`src/rtl/slps_pkg.sv`:
```
// Shared types, constants and helpers of the status LED pattern sequencer.
package slps_pkg;

    localparam int TimeW    = 32;
    localparam int PeriodW  = 16;
    localparam int LevelW   = 8;
    localparam int ActionW  = 2;
    localparam int PatternW = 3;
    localparam int CfgIdxW  = 3;
    localparam int CfgDataW = 16;

    typedef logic [ActionW-1:0]  action_t;
    typedef logic [TimeW-1:0]    time_ms_t;
    typedef logic [PeriodW-1:0]  period_t;
    typedef logic [LevelW-1:0]   level_t;
    typedef logic [PatternW-1:0] pattern_t;
    typedef logic [CfgIdxW-1:0]  cfg_idx_t;
    typedef logic [CfgDataW-1:0] cfg_data_t;

    // Action codes of an input item.
    localparam action_t ACT_UPDATE = 2'd0;
    localparam action_t ACT_ERROR  = 2'd1;
    localparam action_t ACT_FLASH  = 2'd2;

    // Configuration register indexes.
    localparam cfg_idx_t REG_SILENT_MODE  = 3'd0;
    localparam cfg_idx_t REG_FLASH_MS     = 3'd1;
    localparam cfg_idx_t REG_ERROR_ON_MS  = 3'd2;
    localparam cfg_idx_t REG_ERROR_OFF_MS = 3'd3;
    localparam cfg_idx_t REG_FADE_STEP_MS = 3'd4;
    localparam cfg_idx_t REG_FADE_TOP     = 3'd5;
    localparam cfg_idx_t REG_FADE_BOTTOM  = 3'd6;

    // Configuration reset values.
    localparam period_t RST_FLASH_MS     = 16'd50;
    localparam period_t RST_ERROR_ON_MS  = 16'd900;
    localparam period_t RST_ERROR_OFF_MS = 16'd100;
    localparam period_t RST_FADE_STEP_MS = 16'd48;
    localparam level_t  RST_FADE_TOP     = 8'd48;
    localparam level_t  RST_FADE_BOTTOM  = 8'd8;

    // Pattern codes reported with each result.
    localparam pattern_t PAT_LAMP_TEST = 3'd0;
    localparam pattern_t PAT_HEARTBEAT = 3'd1;
    localparam pattern_t PAT_SILENT    = 3'd2;
    localparam pattern_t PAT_FLASH     = 3'd3;
    localparam pattern_t PAT_ERROR     = 3'd4;

    // A zero period counts as one millisecond.
    function automatic period_t at_least_one(input period_t p);
        at_least_one = (p == '0) ? period_t'(1) : p;
    endfunction

endpackage

```
`src/rtl/slps_channels.sv`:
```
// Handshake channel interfaces of the status LED pattern sequencer.
interface slps_cmd_if
    import slps_pkg::*;
();
    logic     valid;
    logic     ready;
    action_t  action;
    time_ms_t now_ms;

    modport source (output valid, output action, output now_ms, input ready);
    modport sink   (input valid, input action, input now_ms, output ready);
endinterface

interface slps_led_if
    import slps_pkg::*;
();
    logic     valid;
    logic     ready;
    level_t   duty;
    pattern_t pattern;

    modport source (output valid, output duty, output pattern, input ready);
    modport sink   (input valid, input duty, input pattern, output ready);
endinterface

interface slps_cfg_if
    import slps_pkg::*;
();
    logic      valid;
    logic      ready;
    cfg_idx_t  index;
    cfg_data_t data;

    modport source (output valid, output index, output data, input ready);
    modport sink   (input valid, input index, input data, output ready);
endinterface

```
`src/rtl/status_led_pattern_sequencer.sv`:
```
// Top level of the status LED pattern sequencer: input stage, phase logic, result stage.
//
// Usage: every item on the cmd channel carries a millisecond timestamp and an
// action (update, error request or flash request). For every accepted item the
// block returns exactly one item on the led channel: the PWM duty now driven to
// the LED and the pattern code (lamp test, heartbeat, silent, flash, error).
// The cfg channel writes the seven configuration registers by index; it is
// always ready and should only be used while no item is in flight.
// Timing: an accepted item is held in the input register; its result is
// computed combinationally and captured in the result register once that
// register is free or being drained. Throughput is one item per cycle while
// the receiver keeps up; the phase logic resolves the whole transition chain of
// an item combinationally between the input register and the result register.
// While the receiver stalls, the result register holds its item and the input
// register can still take one more item, after which cmd.ready drops.
// Reset puts the block in the lamp-test entry state with the configuration at
// its defaults; the lamp test starts with the first item.
module status_led_pattern_sequencer
    import slps_pkg::*;
(
    input  logic       clk,
    input  logic       rst_n,
    slps_cmd_if.sink   cmd,
    slps_led_if.source led,
    slps_cfg_if.sink   cfg
);

    // Phase codes of the sequencer.
    localparam logic [3:0] PH_LT0 = 4'd0;
    localparam logic [3:0] PH_LT1 = 4'd1;
    localparam logic [3:0] PH_HB0 = 4'd2;
    localparam logic [3:0] PH_HB1 = 4'd3;
    localparam logic [3:0] PH_SI0 = 4'd4;
    localparam logic [3:0] PH_SI1 = 4'd5;
    localparam logic [3:0] PH_FL0 = 4'd6;
    localparam logic [3:0] PH_FL1 = 4'd7;
    localparam logic [3:0] PH_FL2 = 4'd8;
    localparam logic [3:0] PH_ER0 = 4'd9;
    localparam logic [3:0] PH_ER1 = 4'd10;
    localparam logic [3:0] PH_ER2 = 4'd11;

    localparam level_t LAMP_RUNS    = 8'd4;
    localparam level_t FLASH_RESUME = 8'd128;
    localparam level_t FULL_ON      = 8'd255;
    localparam level_t RAMP_END     = 8'd51;

    // Configuration registers.
    logic    silent_mode_reg;
    period_t flash_ms_reg;
    period_t error_on_ms_reg;
    period_t error_off_ms_reg;
    period_t fade_step_ms_reg;
    level_t  fade_top_reg;
    level_t  fade_bottom_reg;

    // Sequencer state.
    logic [3:0] phase_reg, phase_next;
    logic [3:0] queued_reg, queued_next;
    level_t     level_reg, level_next;
    logic       rising_reg, rising_next;
    time_ms_t   mark_reg, mark_next;
    level_t     duty_reg, duty_next;

    // Input register and result register.
    logic     s1_valid_reg;
    action_t  s1_action_reg;
    time_ms_t s1_now_reg;
    logic     out_valid_reg;
    level_t   out_duty_reg;
    pattern_t out_pattern_reg;

    logic     s1_fire;
    time_ms_t delta;
    logic     ge_flash, ge_err_on, ge_err_off, ge_fade;
    level_t   ramp_drop;
    level_t   step_level;
    logic     step_rising;
    logic     step_silent;
    logic [3:0] phase_start;
    logic       run_chain;
    pattern_t   pattern_next;

    // The input item moves on whenever the result register is free or drained.
    assign s1_fire   = s1_valid_reg && (!out_valid_reg || led.ready);
    assign cmd.ready = !s1_valid_reg || s1_fire;
    assign cfg.ready = 1'b1;

    assign led.valid   = out_valid_reg;
    assign led.duty    = out_duty_reg;
    assign led.pattern = out_pattern_reg;

    // Every timed wait compares the same elapsed time since the last mark.
    // Once a transition re-marks, later waits in the chain see zero elapsed
    // time and cannot fire, so each chain below resolves without iteration.
    assign delta      = s1_now_reg - mark_reg;
    assign ge_flash   = delta >= {16'd0, at_least_one(flash_ms_reg)};
    assign ge_err_on  = delta >= {16'd0, at_least_one(error_on_ms_reg)};
    assign ge_err_off = delta >= {16'd0, at_least_one(error_off_ms_reg)};
    assign ge_fade    = delta >= {16'd0, at_least_one(fade_step_ms_reg)};

    // Lamp-test ramp: 5 per ms; only used while delta is below RAMP_END.
    assign ramp_drop = {delta[5:0], 2'b00} + {2'b00, delta[5:0]};

    // One heartbeat step: turn at the top, turn up or go silent at the bottom.
    always_comb
    begin
        step_rising = rising_reg;
        step_silent = 1'b0;
        if (level_reg >= fade_top_reg)
        begin
            step_rising = 1'b0;
        end
        else if (level_reg <= fade_bottom_reg)
        begin
            step_rising = 1'b1;
            step_silent = silent_mode_reg;
        end
        step_level = step_rising ? level_reg + 8'd1 : level_reg - 8'd1;
    end

    // Request handling picks the phase the chain starts from.
    always_comb
    begin
        phase_start = phase_reg;
        run_chain   = 1'b1;
        queued_next = queued_reg;
        unique case (s1_action_reg)
            ACT_ERROR:
            begin
                if (phase_reg == PH_ER0 || phase_reg == PH_ER1 || phase_reg == PH_ER2)
                begin
                    run_chain = 1'b0;
                end
                else
                begin
                    phase_start = PH_ER0;
                end
            end
            ACT_FLASH:
            begin
                if (phase_reg == PH_FL0 || phase_reg == PH_FL1 || phase_reg == PH_FL2)
                begin
                    run_chain   = 1'b0;
                    queued_next = PH_FL2;
                end
                else
                begin
                    phase_start = PH_FL0;
                end
            end
            default:
            begin
                phase_start = phase_reg;
            end
        endcase

        phase_next  = phase_start;
        level_next  = level_reg;
        rising_next = rising_reg;
        mark_next   = mark_reg;
        duty_next   = duty_reg;

        if (run_chain)
        begin
            unique case (phase_start)
                PH_LT0:
                begin
                    level_next = '0;
                    duty_next  = FULL_ON;
                    mark_next  = s1_now_reg;
                    phase_next = PH_LT1;
                end
                PH_LT1:
                begin
                    if (ge_flash)
                    begin
                        level_next = level_reg + 8'd1;
                        if (level_next <= LAMP_RUNS)
                        begin
                            duty_next = FULL_ON;
                            mark_next = s1_now_reg;
                        end
                        else if (silent_mode_reg)
                        begin
                            duty_next  = '0;
                            phase_next = PH_SI1;
                        end
                        else
                        begin
                            mark_next  = s1_now_reg;
                            phase_next = PH_HB1;
                        end
                    end
                    else
                    begin
                        duty_next = (delta >= {24'd0, RAMP_END}) ? '0 : FULL_ON - ramp_drop;
                    end
                end
                PH_HB0:
                begin
                    mark_next  = s1_now_reg;
                    phase_next = PH_HB1;
                end
                PH_HB1:
                begin
                    if (ge_fade)
                    begin
                        rising_next = step_rising;
                        level_next  = step_level;
                        mark_next   = s1_now_reg;
                        if (step_silent)
                        begin
                            duty_next  = '0;
                            phase_next = PH_SI1;
                        end
                        else
                        begin
                            duty_next = step_level;
                        end
                    end
                end
                PH_SI0:
                begin
                    duty_next = '0;
                    if (silent_mode_reg)
                    begin
                        phase_next = PH_SI1;
                    end
                    else
                    begin
                        mark_next  = s1_now_reg;
                        phase_next = PH_HB1;
                    end
                end
                PH_SI1:
                begin
                    if (!silent_mode_reg)
                    begin
                        mark_next  = s1_now_reg;
                        phase_next = PH_HB1;
                    end
                end
                PH_FL0:
                begin
                    duty_next  = FULL_ON;
                    mark_next  = s1_now_reg;
                    phase_next = PH_FL1;
                end
                PH_FL1:
                begin
                    if (ge_flash)
                    begin
                        mark_next   = s1_now_reg;
                        queued_next = silent_mode_reg ? PH_SI0 : PH_HB0;
                        if (queued_reg == PH_FL2)
                        begin
                            duty_next  = '0;
                            phase_next = PH_FL2;
                        end
                        else
                        begin
                            level_next  = FLASH_RESUME;
                            rising_next = 1'b0;
                            duty_next   = FLASH_RESUME;
                            if (queued_reg == PH_HB0)
                            begin
                                phase_next = PH_HB1;
                            end
                            else if (queued_reg == PH_SI0)
                            begin
                                duty_next  = '0;
                                phase_next = silent_mode_reg ? PH_SI1 : PH_HB1;
                            end
                            else
                            begin
                                phase_next = queued_reg;
                            end
                        end
                    end
                end
                PH_FL2:
                begin
                    if (ge_flash)
                    begin
                        duty_next  = FULL_ON;
                        mark_next  = s1_now_reg;
                        phase_next = PH_FL1;
                    end
                end
                PH_ER0:
                begin
                    duty_next  = FULL_ON;
                    mark_next  = s1_now_reg;
                    phase_next = PH_ER1;
                end
                PH_ER1:
                begin
                    if (ge_err_on)
                    begin
                        duty_next  = '0;
                        mark_next  = s1_now_reg;
                        phase_next = PH_ER2;
                    end
                end
                PH_ER2:
                begin
                    if (ge_err_off)
                    begin
                        duty_next  = FULL_ON;
                        mark_next  = s1_now_reg;
                        phase_next = PH_ER1;
                    end
                end
                default:
                begin
                    phase_next = phase_start;
                end
            endcase
        end
    end

    // Pattern code of the phase left behind by this item.
    always_comb
    begin
        unique case (phase_next)
            PH_HB0, PH_HB1:         pattern_next = PAT_HEARTBEAT;
            PH_SI0, PH_SI1:         pattern_next = PAT_SILENT;
            PH_FL0, PH_FL1, PH_FL2: pattern_next = PAT_FLASH;
            PH_ER0, PH_ER1, PH_ER2: pattern_next = PAT_ERROR;
            default:                pattern_next = PAT_LAMP_TEST;
        endcase
    end

    // Configuration writes; an index beyond the list is ignored.
    always_ff @(posedge clk or negedge rst_n)
    begin
        if (!rst_n)
        begin
            silent_mode_reg  <= 1'b0;
            flash_ms_reg     <= RST_FLASH_MS;
            error_on_ms_reg  <= RST_ERROR_ON_MS;
            error_off_ms_reg <= RST_ERROR_OFF_MS;
            fade_step_ms_reg <= RST_FADE_STEP_MS;
            fade_top_reg     <= RST_FADE_TOP;
            fade_bottom_reg  <= RST_FADE_BOTTOM;
        end
        else if (cfg.valid && cfg.ready)
        begin
            unique case (cfg.index)
                REG_SILENT_MODE:  silent_mode_reg  <= cfg.data[0];
                REG_FLASH_MS:     flash_ms_reg     <= cfg.data;
                REG_ERROR_ON_MS:  error_on_ms_reg  <= cfg.data;
                REG_ERROR_OFF_MS: error_off_ms_reg <= cfg.data;
                REG_FADE_STEP_MS: fade_step_ms_reg <= cfg.data;
                REG_FADE_TOP:     fade_top_reg     <= cfg.data[LevelW-1:0];
                REG_FADE_BOTTOM:  fade_bottom_reg  <= cfg.data[LevelW-1:0];
                default:          silent_mode_reg  <= silent_mode_reg;
            endcase
        end
    end

    // Sequencer state and handshake control.
    always_ff @(posedge clk or negedge rst_n)
    begin
        if (!rst_n)
        begin
            phase_reg     <= PH_LT0;
            queued_reg    <= PH_HB0;
            level_reg     <= '0;
            rising_reg    <= 1'b1;
            mark_reg      <= '0;
            duty_reg      <= '0;
            s1_valid_reg  <= 1'b0;
            out_valid_reg <= 1'b0;
        end
        else
        begin
            if (s1_fire)
            begin
                phase_reg  <= phase_next;
                queued_reg <= queued_next;
                level_reg  <= level_next;
                rising_reg <= rising_next;
                mark_reg   <= mark_next;
                duty_reg   <= duty_next;
            end
            if (cmd.valid && cmd.ready)
            begin
                s1_valid_reg <= 1'b1;
            end
            else if (s1_fire)
            begin
                s1_valid_reg <= 1'b0;
            end
            if (s1_fire)
            begin
                out_valid_reg <= 1'b1;
            end
            else if (led.ready)
            begin
                out_valid_reg <= 1'b0;
            end
        end
    end

    // Payload registers.
    always_ff @(posedge clk)
    begin
        if (cmd.valid && cmd.ready)
        begin
            s1_action_reg <= cmd.action;
            s1_now_reg    <= cmd.now_ms;
        end
        if (s1_fire)
        begin
            out_duty_reg    <= duty_next;
            out_pattern_reg <= pattern_next;
        end
    end

    // A result is offered in the cycle after the input stage hands it over.
    a_result_follows: assert property (@(posedge clk) disable iff (!rst_n)
        s1_fire |=> out_valid_reg)
        else $error("result register did not capture a processed item");

    // The double-flash slot only ever names an idle entry or the dark flash phase.
    a_queued_legal: assert property (@(posedge clk) disable iff (!rst_n)
        queued_reg == PH_HB0 || queued_reg == PH_SI0 || queued_reg == PH_FL2)
        else $error("queued phase holds an unexpected code");

    // The lamp test runs at most five periods.
    a_lamp_count: assert property (@(posedge clk) disable iff (!rst_n)
        phase_reg == PH_LT1 |-> level_reg <= LAMP_RUNS)
        else $error("lamp test ran past its last period");

    // The error blink is fully lit or fully dark.
    a_error_levels: assert property (@(posedge clk) disable iff (!rst_n)
        (phase_reg == PH_ER1 |-> duty_reg == FULL_ON)
        and (phase_reg == PH_ER2 |-> duty_reg == '0))
        else $error("error blink duty out of step with its phase");

    // A silent result always reports a dark LED.
    a_silent_dark: assert property (@(posedge clk) disable iff (!rst_n)
        out_valid_reg && out_pattern_reg == PAT_SILENT |-> out_duty_reg == '0)
        else $error("silent pattern reported with a lit LED");

endmodule

```
`src/flat_wrapper.sv`:
```
// flat-port wrapper written by rule: the top's interface ports become plain ports
module status_led_pattern_sequencer_flat import slps_pkg::*;
  (clk, rst_n, cmd_valid, cmd_action, cmd_now_ms, cmd_ready, led_valid, led_duty, led_pattern, led_ready, cfg_valid, cfg_index, cfg_data, cfg_ready);
  slps_cmd_if cmd_i ();
  slps_led_if led_i ();
  slps_cfg_if cfg_i ();
  input  logic clk;
  input  logic rst_n;
  input wire logic [$bits(cmd_i.valid)-1:0] cmd_valid;
  input wire logic [$bits(cmd_i.action)-1:0] cmd_action;
  input wire logic [$bits(cmd_i.now_ms)-1:0] cmd_now_ms;
  output wire logic [$bits(cmd_i.ready)-1:0] cmd_ready;
  output wire logic [$bits(led_i.valid)-1:0] led_valid;
  output wire logic [$bits(led_i.duty)-1:0] led_duty;
  output wire logic [$bits(led_i.pattern)-1:0] led_pattern;
  input wire logic [$bits(led_i.ready)-1:0] led_ready;
  input wire logic [$bits(cfg_i.valid)-1:0] cfg_valid;
  input wire logic [$bits(cfg_i.index)-1:0] cfg_index;
  input wire logic [$bits(cfg_i.data)-1:0] cfg_data;
  output wire logic [$bits(cfg_i.ready)-1:0] cfg_ready;
  assign cmd_i.valid = cmd_valid;
  assign cmd_i.action = cmd_action;
  assign cmd_i.now_ms = cmd_now_ms;
  assign cmd_ready = cmd_i.ready;
  assign led_valid = led_i.valid;
  assign led_duty = led_i.duty;
  assign led_pattern = led_i.pattern;
  assign led_i.ready = led_ready;
  assign cfg_i.valid = cfg_valid;
  assign cfg_i.index = cfg_index;
  assign cfg_i.data = cfg_data;
  assign cfg_ready = cfg_i.ready;
  status_led_pattern_sequencer u_core (.clk(clk), .rst_n(rst_n), .cmd(cmd_i), .led(led_i), .cfg(cfg_i));
endmodule
```
`config.mk`:
```
export PLATFORM = sky130hd
export DESIGN_NAME = status_led_pattern_sequencer_flat
export DESIGN_NICKNAME = d
export VERILOG_FILES = /design/src/rtl/slps_pkg.sv /design/src/rtl/slps_channels.sv /design/src/rtl/status_led_pattern_sequencer.sv /design/src/flat_wrapper.sv
export SDC_FILE = /design/constraint.sdc
export NUM_CORES = 1
export LEC_CHECK = 0
export BUFFER_PORTS_ARGS = -buffer_cell sky130_fd_sc_hd__buf_2
export CAP_MARGIN = 20
export CELL_PAD_IN_SITES_DETAIL_PLACEMENT = 1
export CELL_PAD_IN_SITES_GLOBAL_PLACEMENT = 1
export CORE_MARGIN = 5
export CORE_UTILIZATION = 30
export CTS_BUF_LIST = sky130_fd_sc_hd__clkbuf_8
export CTS_CLUSTER_DIAMETER = 80
export CTS_CLUSTER_SIZE = 14
export DETAILED_ROUTE_END_ITERATION = 6
export PLACE_DENSITY_LB_ADDON = 0.12
export REMOVE_ABC_BUFFERS = 1
export SETUP_SLACK_MARGIN = 0.5
export SLEW_MARGIN = 30
export SYNTH_ARGS = -nofsm -noshare
export SYNTH_HDL_FRONTEND = slang
export SYNTH_SLANG_ARGS = --single-unit
```
`constraint.sdc`:
```
create_clock -name clk -period 6.4 [get_ports clk]
set_clock_uncertainty 0.15 [all_clocks]
set_input_delay 0.32 -clock clk [delete_from_list [all_inputs] [get_ports clk]]
set_output_delay 0.32 -clock clk [all_outputs]
set_load 0.03 [all_outputs]
```
==> results.cfg <==
[clock_tree]
tritoncts = yes
htreeDepth = 4
clk_path_buf_depth = 2
clk_pin_slew_ns = 0.10
insertion_delay_ns = 0.56
cts_sinks = 185
root_buffer = clkbuf_8
cts_buffers = 17

[die]
dieArea_um2 = 46200
start_util_pct = 30.2
std_cell_rows = 75
die_x_um = 215
die_h_um = 215
core_um2 = 41800
pin_count = 72

[worst_setup_path]
path_buf_inv = 1
critPathKind = flip-flop to flip-flop
cp.arrival_ns = 5.67
r2r-end = u_core.led.duty[4]$_DFFE_PP_
cp-start-kind = flip-flop
worst-path-max-fanout = 6
cp_num_cells = 17
crit_family = compound AO/OA/AOI/OAI gates
cp-end-kind = flip-flop
cpPeakStageDelay_ns = 0.53
crit_required_ns = 6.53
reg2reg_slack_ns = 0.87
cpMaxStageDelayCell = xnor2_1
worstReg2RegStart = u_core.s1_now_reg[2]$_DFFE_PP_
worstSetupStartpoint = u_core.s1_now_reg[2]$_DFFE_PP_
crit_path_end = u_core.led.duty[4]$_DFFE_PP_
crit_chain = ha_1, o211ai_1, a21oi_2, o21ai_0, xnor2_1, ha_1, and4_1, a2111oi_0, o21bai_1, maj3_1, a211o_1, nor3_4, buf_4, a21oi_1, or3_1, a222oi_1, o21ai_0
reg2reg_depth = 17

[routing]
firstDrtPassIters = 6
vias = 10300
drtIter0Drc = 502
routedWlPerCell_um = 18.5
ant_nets = 0
met3_length_um = 896
wl_met2_mm = 18.5
top_layer_used = met4
drcViolationCount = 0
routed_wl_mm = 37.3
drt-vias-per-instance = 5.12
wl_met1_mm = 17.2

[min_path]
hold_path_class = primary input to flip-flop

[timing]
finalSetupViolCount = 0
rsz0062_at_grt = false
hold_viol = 0
max_freq_ghz = 0.181
period_needed_ns = 5.53
worstMarginPinSlew_ns = 0.933
whs_ns = 0.173
min_period_over_period_pct = 86.4
max_slew_margin_pct = 37.3
tns_ns = 0
slew_viol_final = 0

[pwr]
p_leak_uw = 0.00631
ir_worst_vdd_mv = 0.187
powerDensity_nw_per_um2 = 498

[status]
status = finished, final reports clean

[place]
place_hpwl_mm = 28.9
port_buffers = 70
gp_congestion = 0.825
placed_cell_area_um2 = 13600

[finish]
syn2layout_area_growth_pct = 16.0
finalNetCount = 1642
drive_gt1_share_pct = 16.2
antenna_cells = 0
final_area_um2 = 14600

[synthesis]
synth-seq-cells = 185
ys_seq_area_share_pct = 38.7
synth_adder_area_share_pct = 11.8
avgSynthCellArea_um2 = 9.32
synth_area_leader_cell = dfrtp_1
synth_top_family_by_area = compound AO/OA/AOI/OAI gates
synth_common_cells = inv_1, nand2_1, dfrtp_1
ys_top_cells_by_area = dfrtp_1, ha_1, edfxtp_1
yosys_warnings = 0
synth_most_common_cell = inv_1
synth_edf_count = 45
synthFlopType = dfrtp_1
synthCells = 1352
synth_top_area_share_pct = 24.4
yosys.area_share.simple_pct = 14.0
synth_cell_types = 86
synthArstFlopShare_pct = 75.7
synth-compound-area-share_pct = 20.1
synth_mux_area_share_pct = 6.63
synth-xor-area-share_pct = 2.92
syn_area_um2 = 12600

[grt]
gr-total-overflow = 0
first_global_vias = 11100
grt_pass1_wl_mm = 61.1
antenna_found_initial = 0
grt_max_degree = 89
grt_usage_pct = 16.5

[run]
maxCapViolCount = 0
-- layer usage --
metal / GRT usage, % / vias up
li1: - / 5107
met1: 21.0 / 5084
met2: 28.6 / 115
met3: 3.11 / 39
met4: 5.05 / 0
met5: 0 / -
-- report_power, final --
part | switching (uW) | internal [uW] | total [uW]
Clock | 476 | 410 | 886
Combinational | 2740 | 1840 | 4570
Sequential | 247 | 1560 | 1810
Total | 3460 | 3810 | 7270
-- how the worst min path moves through the flow --
stage / startpoint / endpoint / slack (ns) / depth (start not counted)
final: cfg_valid / u_core.silent_mode_reg$_DFFE_PN0P_ / 0.17 / 5
after CTS: cfg_valid / u_core.silent_mode_reg$_DFFE_PN0P_ / 0.11 / 5
after global placement: u_core.s1_valid_reg$_DFFE_PN0P_ / u_core.led.valid$_DFFE_PN0P_ / 0.32 / 1
after floorplan: rst_n / u_core.duty_reg[0]$_DFFE_PN0P_ / -0.13 / 0
after detailed placement: rst_n / u_core.phase_reg[2]$_DFFE_PN0P_ / 0.33 / 1
after global routing: cfg_valid / u_core.silent_mode_reg$_DFFE_PN0P_ / 0.17 / 5
-- worst reg2reg max path, cell delays in order (launching register included) --
cell       delay [ns]
edfxtp_1         0.41
ha_1             0.40
o211ai_1         0.14
a21oi_2          0.25
o21ai_0          0.17
xnor2_1          0.53
ha_1             0.35
and4_1           0.17
a2111oi_0        0.44
o21bai_1         0.15
maj3_1           0.35
a211o_1          0.42
nor3_4           0.28
buf_4            0.20
a21oi_1          0.06
or3_1            0.31
a222oi_1         0.33
o21ai_0          0.14
-- area by class of cell --
class                   count  area [um^2]
clock inverters            13          164
repair buffers            146         1070
multi-input cells         981         7050
well taps                 539          674
clock buffers              19          262
inverters                 136          510
fillers                  4836        27100
flip-flops and latches    185         4880
-- cells in the final DEF, fill, tap and decap left out, drive strengths merged, types with 15 or more instances in the layout --
cell type and n:
a21o 22, a21oi 80, buf 89, clkbuf 20
dfrtp 123, dfstp 17, dlygate4sd3 56, edfxtp 45
ha 116, inv 142, mux2 68, nand2 133
nand2b 20, nand3 25, nor2 59, nor3 33
nor4 18, o211ai 15, o21a 17, o21ai 134
xnor2 28
-- through the flow --
| stage | setup slack, ns | cells | total power, uW | util (%) |
|---|---|---|---|---|
| 4_1_cts | 0.570 | 2016 | 7400 | 34.9 |
| 3_3_place_gp | 0.686 | 1927 | 6340 | 32.5 |
| 2_1_floorplan | 0.122 | 1302 | 5040 | - |
| 3_5_place_dp | 0.623 | 1928 | 6430 | 32.5 |
| 5_1_grt | 0.576 | 2019 | 8040 | 35.0 |
| 6_report | 0.867 | 2019 | 7270 | 35.0 |
-- timing repair --
action / in CTS / in global routing
hold buffers: 56 / 0
setup buffers: 0 / 3
gates resized for setup: 0 / 2
hold endpoints to repair: 196 / 0
setup endpoints to repair: 0 / 37
-- cell families after synthesis --
group / count (synthesis)
AOI/OAI and AO/OA: 387
and+or+nand+nor: 357
buffers and inverters: 186
DFF: 185
adders and majority gates: 119
muxes: 75
xor gates and xnor gates: 42
other: 1
Note: power is estimated with default switching activity, not from simulation.
